<file path="config.mk">
export PLATFORM = sky130hd
export DESIGN_NAME = scanline_timing_irq_unit_flat
export DESIGN_NICKNAME = d
export VERILOG_FILES = /design/src/sv/sti_pkg.sv /design/src/sv/sti_ifs.sv /design/src/sv/scanline_timing_irq_unit.sv /design/src/flat_wrapper.sv
export SDC_FILE = /design/constraint.sdc
export NUM_CORES = 1
export LEC_CHECK = 0
export BUFFER_PORTS_ARGS = -buffer_cell sky130_fd_sc_hd__buf_2
export CORE_MARGIN = 2
export CORE_UTILIZATION = 61
export DETAILED_ROUTE_END_ITERATION = 10
export GPL_ROUTABILITY_DRIVEN = 0
export GPL_TIMING_DRIVEN = 0
export PLACE_DENSITY = 0.86
export SLEW_MARGIN = 20
export SYNTH_ARGS = -nofsm -noshare
export SYNTH_HDL_FRONTEND = slang
export SYNTH_SLANG_ARGS = --single-unit
</file>
<file path="constraint.sdc">
create_clock -name i_clk -period 10.5 [get_ports i_clk]
set_input_delay 2.1 -clock i_clk [delete_from_list [all_inputs] [get_ports i_clk]]
set_output_delay 2.1 -clock i_clk [all_outputs]
set_load 0.02 [all_outputs]
</file>
<file path="src/sv/sti_pkg.sv">
// sti_pkg: constants, codes and field widths shared by the scanline timing unit
// used by the channel interfaces and by scanline_timing_irq_unit
// no dependencies
package sti_pkg;

    localparam int unsigned CYCLES_W    = 16;
    localparam int unsigned LINE_CYC_W  = 10;
    localparam int unsigned IRQ_W       = 4;
    localparam int unsigned LINE_W      = 8;
    localparam int unsigned FRAME_CNT_W = 32;
    localparam int unsigned CFG_IDX_W   = 8;
    localparam int unsigned CFG_DATA_W  = 32;

    localparam logic [LINE_W-1:0]     FRAME_LINE      = 8'd144;
    localparam logic [LINE_W-1:0]     LAST_LINE       = 8'd158;
    localparam logic [LINE_CYC_W-1:0] LINE_CYC_RESET  = 10'd256;

    // interrupt bit positions
    localparam int unsigned IRQ_LINE_MATCH = 0;
    localparam int unsigned IRQ_VBL_TIMER  = 1;
    localparam int unsigned IRQ_VBLANK     = 2;
    localparam int unsigned IRQ_HBL_TIMER  = 3;

    // configuration register indexes
    typedef enum logic [CFG_IDX_W-1:0] {
        REG_LINE_CYCLES   = 8'd0,
        REG_IRQ_ENABLE    = 8'd1,
        REG_HBLANK_RELOAD = 8'd2,
        REG_COMPARE_LINE  = 8'd3
    } t_reg_idx;

endpackage

</file>
<file path="src/sv/sti_ifs.sv">
// sti_ifs: valid/ready channel interfaces of the scanline timing unit
// request, result and configuration write channels
// depends on sti_pkg
interface sti_req_if;
    logic                          valid;
    logic                          ready;
    logic [sti_pkg::CYCLES_W-1:0]  cycles_run;
    logic                          render;

    modport source (output valid, output cycles_run, output render, input ready);
    modport sink   (input valid, input cycles_run, input render, output ready);
endinterface

interface sti_res_if;
    logic                             valid;
    logic                             ready;
    logic [sti_pkg::LINE_W-1:0]       line_now;
    logic [sti_pkg::LINE_W-1:0]       lines_advanced;
    logic [sti_pkg::LINE_W-1:0]       lines_to_draw;
    logic                             frame_done;
    logic [sti_pkg::IRQ_W-1:0]        irq_raised;
    logic [sti_pkg::FRAME_CNT_W-1:0]  frames_total;

    modport source (output valid, output line_now, output lines_advanced,
                    output lines_to_draw, output frame_done, output irq_raised,
                    output frames_total, input ready);
    modport sink   (input valid, input line_now, input lines_advanced,
                    input lines_to_draw, input frame_done, input irq_raised,
                    input frames_total, output ready);
endinterface

interface sti_cfg_if;
    logic                            valid;
    logic                            ready;
    logic [sti_pkg::CFG_IDX_W-1:0]   index;
    logic [sti_pkg::CFG_DATA_W-1:0]  data;

    modport source (output valid, output index, output data, input ready);
    modport sink   (input valid, input index, input data, output ready);
endinterface

</file>
<file path="src/sv/scanline_timing_irq_unit.sv">
// scanline_timing_irq_unit: display line timing and interrupt source
// bit-serial divider for lines advanced, scanline/frame/irq update
// depends on sti_pkg and the channel interfaces in sti_ifs.sv
//
//  channel  | dir | payload                                    | handshake
//  ---------+-----+--------------------------------------------+-------------
//  i_req    | in  | cycles_run, render                         | valid/ready
//  o_res    | out | line_now, lines_advanced, lines_to_draw,   | valid/ready
//           |     | frame_done, irq_raised, frames_total       |
//  i_cfg    | in  | index, data                                | valid/ready
//
//  a request passes through the restoring divider, one quotient bit a cycle, then
//  through the update state, which waits while the output register is still full
//  reset is synchronous, active low; state, counters and config registers reload
//  a request is taken only when the divider is idle
//  a result waits in the output register; the next request may be accepted
//  and divided meanwhile, and its update stalls until the result is taken
//  configuration writes are always accepted
module scanline_timing_irq_unit (
    input  logic          i_clk,
    input  logic          i_rst_n,
    sti_req_if.sink       i_req,
    sti_res_if.source     o_res,
    sti_cfg_if.sink       i_cfg
);

    typedef enum logic [1:0] {
        S_IDLE,
        S_DIV,
        S_UPDATE
    } t_state;

    localparam int unsigned CNT_W = $clog2(sti_pkg::CYCLES_W);
    localparam int unsigned LW    = sti_pkg::LINE_W;
    localparam int unsigned CW    = sti_pkg::LINE_CYC_W;

    t_state r_state;

    // configuration registers
    logic [CW-1:0]                  r_line_cycles;
    logic [sti_pkg::IRQ_W-1:0]      r_irq_enable;
    logic [LW-1:0]                  r_hblank_reload;
    logic [LW-1:0]                  r_compare_line;

    // timing state
    logic [LW-1:0]                  r_scanline;
    logic [LW-1:0]                  r_hblank_count;
    logic [sti_pkg::FRAME_CNT_W-1:0] r_frame_count;

    // divider: dividend shifts out at the top, quotient bits enter at the bottom
    logic [sti_pkg::CYCLES_W-1:0]   r_dvd;
    logic [CW-1:0]                  r_rem;
    logic [CNT_W-1:0]               r_cnt;
    logic                           r_render;

    // output register
    logic                           r_out_valid;
    logic [LW-1:0]                  r_o_line_now;
    logic [LW-1:0]                  r_o_lines_adv;
    logic [LW-1:0]                  r_o_lines_draw;
    logic                           r_o_frame_done;
    logic [sti_pkg::IRQ_W-1:0]      r_o_irq;

    // divider step
    logic [CW:0]                    w_trial;
    logic                           w_qbit;
    logic [CW:0]                    w_diff;

    // update cycle
    logic                           w_out_free;
    logic                           w_commit;
    logic [LW-1:0]                  w_adv;
    logic [LW-1:0]                  w_dist;
    logic                           w_frame;
    logic [LW-1:0]                  w_sum;
    logic                           w_wrap;
    logic [LW-1:0]                  n_scanline;
    logic                           w_hbl_run;
    logic [LW-1:0]                  w_hbl_loaded;
    logic [LW-1:0]                  w_hbl_dec;
    logic [LW-1:0]                  n_hblank_count;
    logic [sti_pkg::IRQ_W-1:0]      n_irq;
    logic [sti_pkg::FRAME_CNT_W-1:0] n_frame_count;

    assign i_req.ready = (r_state == S_IDLE);
    assign i_cfg.ready = 1'b1;

    // one restoring step: bring down the next dividend bit, subtract if it fits
    assign w_trial = {r_rem, r_dvd[sti_pkg::CYCLES_W-1]};
    assign w_qbit  = (w_trial >= {1'b0, r_line_cycles});
    assign w_diff  = w_trial - {1'b0, r_line_cycles};

    assign w_out_free = !r_out_valid || o_res.ready;
    assign w_commit   = (r_state == S_UPDATE) && w_out_free;

    always_comb begin
        // zero line length or quotient above 255 saturates; quotient below 2
        // means cycles fell short of two lines, which counts as one line
        priority if (r_line_cycles == '0
                     || r_dvd[sti_pkg::CYCLES_W-1:LW] != '0) begin
            w_adv = '1;
        end else if (r_dvd[LW-1:1] == '0) begin
            w_adv = LW'(1);
        end else begin
            w_adv = r_dvd[LW-1:0];
        end

        w_dist  = sti_pkg::FRAME_LINE - r_scanline;
        w_frame = (w_dist != '0) && (w_dist <= w_adv);

        w_sum      = r_scanline + w_adv;
        w_wrap     = (w_sum > sti_pkg::LAST_LINE);
        n_scanline = w_wrap ? '0 : w_sum;

        // hblank timer: reload on zero, then count down
        w_hbl_run    = (r_hblank_reload != '0) && r_irq_enable[sti_pkg::IRQ_HBL_TIMER];
        w_hbl_loaded = (r_hblank_count == '0) ? r_hblank_reload : r_hblank_count;
        w_hbl_dec    = w_hbl_loaded - LW'(1);
        n_hblank_count = w_hbl_run ? w_hbl_dec : r_hblank_count;

        n_irq = '0;
        n_irq[sti_pkg::IRQ_VBL_TIMER] = w_wrap && r_irq_enable[sti_pkg::IRQ_VBL_TIMER];
        n_irq[sti_pkg::IRQ_VBLANK]    = w_frame && r_irq_enable[sti_pkg::IRQ_VBLANK];
        n_irq[sti_pkg::IRQ_HBL_TIMER] = w_hbl_run && (w_hbl_dec == '0);
        n_irq[sti_pkg::IRQ_LINE_MATCH] = (n_scanline == r_compare_line)
                                         && r_irq_enable[sti_pkg::IRQ_LINE_MATCH];

        n_frame_count = r_frame_count + sti_pkg::FRAME_CNT_W'(w_frame);
    end

    // configuration writes, out-of-range indexes ignored
    always_ff @(posedge i_clk) begin
        if (!i_rst_n) begin
            r_line_cycles   <= sti_pkg::LINE_CYC_RESET;
            r_irq_enable    <= '0;
            r_hblank_reload <= '0;
            r_compare_line  <= '0;
        end else if (i_cfg.valid) begin
            unique case (i_cfg.index)
                sti_pkg::REG_LINE_CYCLES:   r_line_cycles   <= i_cfg.data[CW-1:0];
                sti_pkg::REG_IRQ_ENABLE:    r_irq_enable    <= i_cfg.data[sti_pkg::IRQ_W-1:0];
                sti_pkg::REG_HBLANK_RELOAD: r_hblank_reload <= i_cfg.data[LW-1:0];
                sti_pkg::REG_COMPARE_LINE:  r_compare_line  <= i_cfg.data[LW-1:0];
                default: ;
            endcase
        end
    end

    // sequencer, timing state and output register
    always_ff @(posedge i_clk) begin
        if (!i_rst_n) begin
            r_state        <= S_IDLE;
            r_out_valid    <= 1'b0;
            r_scanline     <= '0;
            r_hblank_count <= '0;
            r_frame_count  <= '0;
            r_cnt          <= '0;
        end else begin
            // a new result may land in the same cycle the old one is taken
            if (w_commit) begin
                r_out_valid <= 1'b1;
            end else if (o_res.ready) begin
                r_out_valid <= 1'b0;
            end
            unique case (r_state)
                S_IDLE: begin
                    if (i_req.valid) begin
                        r_dvd    <= i_req.cycles_run;
                        r_render <= i_req.render;
                        r_rem    <= '0;
                        r_cnt    <= CNT_W'(sti_pkg::CYCLES_W - 1);
                        r_state  <= S_DIV;
                    end
                end
                S_DIV: begin
                    r_dvd <= {r_dvd[sti_pkg::CYCLES_W-2:0], w_qbit};
                    r_rem <= w_qbit ? w_diff[CW-1:0] : w_trial[CW-1:0];
                    r_cnt <= r_cnt - CNT_W'(1);
                    if (r_cnt == '0) begin
                        r_state <= S_UPDATE;
                    end
                end
                S_UPDATE: begin
                    if (w_out_free) begin
                        r_scanline     <= n_scanline;
                        r_hblank_count <= n_hblank_count;
                        r_frame_count  <= n_frame_count;
                        r_o_line_now   <= n_scanline;
                        r_o_lines_adv  <= w_adv;
                        r_o_lines_draw <= r_render ? w_adv : '0;
                        r_o_frame_done <= w_frame;
                        r_o_irq        <= n_irq;
                        r_state        <= S_IDLE;
                    end
                end
                default: r_state <= S_IDLE;
            endcase
        end
    end

    assign o_res.valid          = r_out_valid;
    assign o_res.line_now       = r_o_line_now;
    assign o_res.lines_advanced = r_o_lines_adv;
    assign o_res.lines_to_draw  = r_o_lines_draw;
    assign o_res.frame_done     = r_o_frame_done;
    assign o_res.irq_raised     = r_o_irq;
    assign o_res.frames_total   = r_frame_count;

`ifndef NO_ASSERTIONS
    // scanline never rests beyond the last line
    a_line_range: assert property (@(posedge i_clk) disable iff (!i_rst_n)
        r_scanline <= sti_pkg::LAST_LINE)
        else $error("scanline beyond last line");

    // an advance is never zero
    a_adv_nonzero: assert property (@(posedge i_clk) disable iff (!i_rst_n)
        r_out_valid |-> (r_o_lines_adv != '0))
        else $error("zero lines advanced");

    // lines to draw is either nothing or the full advance
    a_draw: assert property (@(posedge i_clk) disable iff (!i_rst_n)
        r_out_valid |-> (r_o_lines_draw == '0 || r_o_lines_draw == r_o_lines_adv))
        else $error("lines to draw mismatch");

    // frame counter moves by exactly the frame flag of a committed step
    a_frame_cnt: assert property (@(posedge i_clk) disable iff (!i_rst_n)
        w_commit |=> (r_frame_count == $past(r_frame_count)
                      + sti_pkg::FRAME_CNT_W'($past(w_frame))))
        else $error("frame count step wrong");

    // timing state holds outside the update cycle
    a_hold: assert property (@(posedge i_clk) disable iff (!i_rst_n)
        !w_commit |=> ($stable(r_scanline) && $stable(r_hblank_count)))
        else $error("timing state changed without a commit");
`endif

endmodule

</file>
<file path="src/flat_wrapper.sv">
// flat-port wrapper written by rule: the top's interface ports become plain ports
module scanline_timing_irq_unit_flat 
  (i_clk, i_rst_n, i_req_valid, i_req_cycles_run, i_req_render, i_req_ready, o_res_valid, o_res_line_now, o_res_lines_advanced, o_res_lines_to_draw, o_res_frame_done, o_res_irq_raised, o_res_frames_total, o_res_ready, i_cfg_valid, i_cfg_index, i_cfg_data, i_cfg_ready);
  sti_req_if i_req_i ();
  sti_res_if o_res_i ();
  sti_cfg_if i_cfg_i ();
  input  logic i_clk;
  input  logic i_rst_n;
  input wire logic [$bits(i_req_i.valid)-1:0] i_req_valid;
  input wire logic [$bits(i_req_i.cycles_run)-1:0] i_req_cycles_run;
  input wire logic [$bits(i_req_i.render)-1:0] i_req_render;
  output wire logic [$bits(i_req_i.ready)-1:0] i_req_ready;
  output wire logic [$bits(o_res_i.valid)-1:0] o_res_valid;
  output wire logic [$bits(o_res_i.line_now)-1:0] o_res_line_now;
  output wire logic [$bits(o_res_i.lines_advanced)-1:0] o_res_lines_advanced;
  output wire logic [$bits(o_res_i.lines_to_draw)-1:0] o_res_lines_to_draw;
  output wire logic [$bits(o_res_i.frame_done)-1:0] o_res_frame_done;
  output wire logic [$bits(o_res_i.irq_raised)-1:0] o_res_irq_raised;
  output wire logic [$bits(o_res_i.frames_total)-1:0] o_res_frames_total;
  input wire logic [$bits(o_res_i.ready)-1:0] o_res_ready;
  input wire logic [$bits(i_cfg_i.valid)-1:0] i_cfg_valid;
  input wire logic [$bits(i_cfg_i.index)-1:0] i_cfg_index;
  input wire logic [$bits(i_cfg_i.data)-1:0] i_cfg_data;
  output wire logic [$bits(i_cfg_i.ready)-1:0] i_cfg_ready;
  assign i_req_i.valid = i_req_valid;
  assign i_req_i.cycles_run = i_req_cycles_run;
  assign i_req_i.render = i_req_render;
  assign i_req_ready = i_req_i.ready;
  assign o_res_valid = o_res_i.valid;
  assign o_res_line_now = o_res_i.line_now;
  assign o_res_lines_advanced = o_res_i.lines_advanced;
  assign o_res_lines_to_draw = o_res_i.lines_to_draw;
  assign o_res_frame_done = o_res_i.frame_done;
  assign o_res_irq_raised = o_res_i.irq_raised;
  assign o_res_frames_total = o_res_i.frames_total;
  assign o_res_i.ready = o_res_ready;
  assign i_cfg_i.valid = i_cfg_valid;
  assign i_cfg_i.index = i_cfg_index;
  assign i_cfg_i.data = i_cfg_data;
  assign i_cfg_ready = i_cfg_i.ready;
  scanline_timing_irq_unit u_core (.i_clk(i_clk), .i_rst_n(i_rst_n), .i_req(i_req_i), .o_res(o_res_i), .i_cfg(i_cfg_i));
endmodule
</file>
==> results.md <==
* Die Height at 113 um
* Switching pwr at 293 uW
* Crit. End Element: flip-flop
* Clock sink total at 141
* Pre-Repair DR Iteration Count at 4
* Clock network power share at 47.8%
* Worst-Skew Late Latency at 0.43 ns
* CTS tree: yes
* #FFs+latches synth at 141
* Drt wl/cell at 17.3 um
* H-tree lvl count at 4
* Most common cell after layout, fill and taps aside: buf_2
* Max Clock Freq at 0.200 GHz
* PD cells at 153 mW/mm^2
* Crit-path slowest cell: or3_1
* Routed WL at 17.2 mm
* Slew @ Worst Pin at 0.659 ns
* Leak pwr at 0.00352 uW
* CTS Hold Bufs at 0
* Primary FF master, synth: dfxtp_1
* Core area at 0.0116 mm^2
* Nets at 934
* Period minus WS final at 4.99 ns
* Post-synth EDFFs at 56
* Routed via count at 5854
* Vias/cell at 5.89
* Crit Path Category: reg2reg
* Hold Fails Final Rpt at 0
* Initial antenna violation count at 0
* Std cell rows at 39
* Worst vdd ir at 0.000110 V
* FFs w/ async S/R, synth at 0%
* Critical Path RT at 10.84 ns
* GRT overflow at 0
* Vias in the first global route at 5872
* # IOs at 126
* CTS Buf Count at 17
* Outcome: complete, no violations
* Hpwl dp at 12.3 mm
* Worst min path class: reg2reg
* RSZ-0062 raised after global routing: false
* Post-Syn Nets at 814
* Post-CTS setup buffer count at 0
* Worst-path maximum fanout at 10
* Mapped Area at 0.00729 mm^2
* Critical Path Max Stage Delay at 0.44 ns
* Largest net degree at the start of global routing at 30
* Slew HR at 56.1%
* Seq/Total Area, Yosys at 46.4%
* Max_cap viols at 0
* Final routed DRC violation total at 0
* CP bufs+invs at 0
* Crit path cell chain: nor4_1 -> nand3_1 -> nor2_1 -> ha_1 -> nand3_1 -> nor2_1 -> a211o_1 -> a21oi_1 -> o21ai_0 -> a21oi_1 -> ha_1 -> and3_1 -> nand3_2 -> or3_1 -> nor2_2 -> nand4_1 -> or3_1 -> a21boi_0
* Sw Share at 22.3%
* Logic gate share of total power at 6.9%
* Setup Viol. Count Final at 0
* Fraction of layout cells with a size suffix above 1 at 19.3%
* Crit path DAT at 5.34 ns
* Critical path startpoint category: flip-flop
* DRT antenna net count at 0
* Final setup TNS at 0 ns
* Reg clk slew, reported paths at 0.06 ns
* Post-synth cell types at 66
* Layout area overhead at 17.9%
* Die extent in x at 113 um
* N_diodes at 0
* CTS Buffer Depth at 2
* Final Max Tran Viols at 0
* Critical path's top delay family: simple AND/OR/NAND/NOR gates
* Reg power frac at 45.3%
* Post-synthesis average cell area at 10.2 um^2
* Post-synthesis instance total at 718
* Root Buffer: clkbuf_16
* Initial core utilization at 63.1%
* Cts repair resizes at 0
* Port Buf Inserts at 101
* Die area at 0.0128 mm^2
* Internal at 1020 uW
* Global-route wire length before repair at 28.4 mm
* Period utilization at 47.6%
* Syn. warnings at 0
* Final Core Density at 74.4%
* Clock Skew at 0.00913 ns
* Total GRT Usage at 27.9%
* DRT iter0 DRCs at 470
* Commonest non-fill, non-tap cells in the layout: buf_2, dfxtp_1, edfxtp_1
[worst reg2reg max path, stage by stage (launching register included)]
cell and delay, ns:
edfxtp_1 0.42, nor4_1 0.32, nand3_1 0.28, nor2_1 0.28
ha_1 0.30, nand3_1 0.14, nor2_1 0.06, a211o_1 0.28
a21oi_1 0.13, o21ai_0 0.08, a21oi_1 0.37, ha_1 0.28
and3_1 0.19, nand3_2 0.15, or3_1 0.42, nor2_2 0.19
nand4_1 0.37, or3_1 0.44, a21boi_0 0.19
[synthesized netlist by cell type (11+ instances only)]
cell / n / share of area [%]
dfxtp_1: 85 / 23
edfxtp_1: 56 / 23
nor2_1: 50 / 2.6
nor2b_1: 47 / 4.0
mux2i_1: 40 / 5.5
and2_1: 39 / 3.3
inv_1: 38 / 2.0
nand2_1: 36 / 1.9
ha_1: 32 / 5.5
o21ai_0: 31 / 2.1
xnor2_1: 30 / 3.6
a21oi_1: 20 / 1.4
a21boi_0: 18 / 1.9
mux2_2: 16 / 2.5
clkbuf_1: 15 / 0.77
xor2_1: 15 / 1.8
nand3_1: 14 / 0.96
nor3_1: 12 / 0.82
nor4_1: 12 / 1.0
and3_1: 11 / 0.94
nand4_1: 11 / 0.94
[stage by stage]
step	power [uW]	area [um^2]	setup WS, ns	hold slack, ns	cells
floorplan	665	7290	6.52	0.477	718
finish	1320	8600	5.51	0.513	994
global placement	689	7980	5.84	0.482	962
detailed placement	696	7980	5.67	0.504	962
global route	1350	8600	5.08	0.557	994
CTS	1320	8600	5.57	0.514	994
[final timing paths]
check | start | to | slack (ns) | depth (start not counted)
worst min register to register | u_core.o_res.frames_total[27] | u_core.o_res.frames_total[27] | 0.51 | 2
worst max register to register | u_core.r_dvd[9] | u_core.o_res.frames_total[29] | 5.51 | 18
worst min-delay path | u_core.o_res.frames_total[27] | u_core.o_res.frames_total[27] | 0.51 | 2
worst max-delay path | u_core.r_dvd[9] | u_core.o_res.frames_total[29] | 5.51 | 18
[state kept, by name, indices dropped and copies added, names as in the netlist]
name                         cells
u_core.o_res.frames_total       32
u_core.r_dvd                    16
u_core.r_line_cycles            10
u_core.r_rem                    10
u_core.o_res.line_now            8
u_core.o_res.lines_advanced      8
u_core.o_res.lines_to_draw       8
u_core.r_compare_line            8
u_core.r_hblank_count            8
u_core.r_hblank_reload           8
u_core.r_scanline                8
u_core.o_res.irq_raised          4
u_core.r_cnt                     4
u_core.r_irq_enable              4
u_core.r_state                   2
u_core.o_res.frame_done          1
u_core.o_res.valid               1
u_core.r_render                  1
[power by group through the flow]
stage          sequential, uW  combinational [uW]  clock (uW)
2_1_floorplan             604                61.3           0
3_3_place_gp              605                83.9           0
3_5_place_dp              606                89.3           0
4_1_cts                   595                90.6         630
5_1_grt                   596                 100         650
6_report                  595                91.3         629
[kinds of logic (layout without fill, tap and decap cells)]
family                   Yosys count  in the layout  synth area share [%]
AND/OR/NAND/NOR                  270            270                  20.3
flip-flops                       141            141                  46.4
AO/OA/AOI/OAI                    111            111                  10.1
buffers and inverters             58            191                  3.09
multiplexers                      56             56                  7.96
XOR/XNOR                          47             47                  6.04
adder cells (fa/ha/maj)           34             34                  6.04
other                              1              1                0.0514
[layer usage]
layer  wire length (um)  track usage, %  part of all wire [%]  vias to the layer above
met2               8920            50.3                    52                      205
met5                  0               0                     0                        -
li1                   -               -                     -                     2779
met4                322            9.19                   1.9                        0
met3                793            4.82                   4.6                       33
met1               7210            33.8                    42                     2837
[layout make-up]
cell class	count	area, um^2
Timing Repair Buffer	101	505
Clock inverter	8	97.6
Buffer	20	82.6
Tap cell	143	179
Sequential cell	141	3380
Fill cell	765	2960
Inverter	38	143
Clock buffer	24	524
Multi-Input combinational cell	519	3690
(Power assumes the default switching activity.)
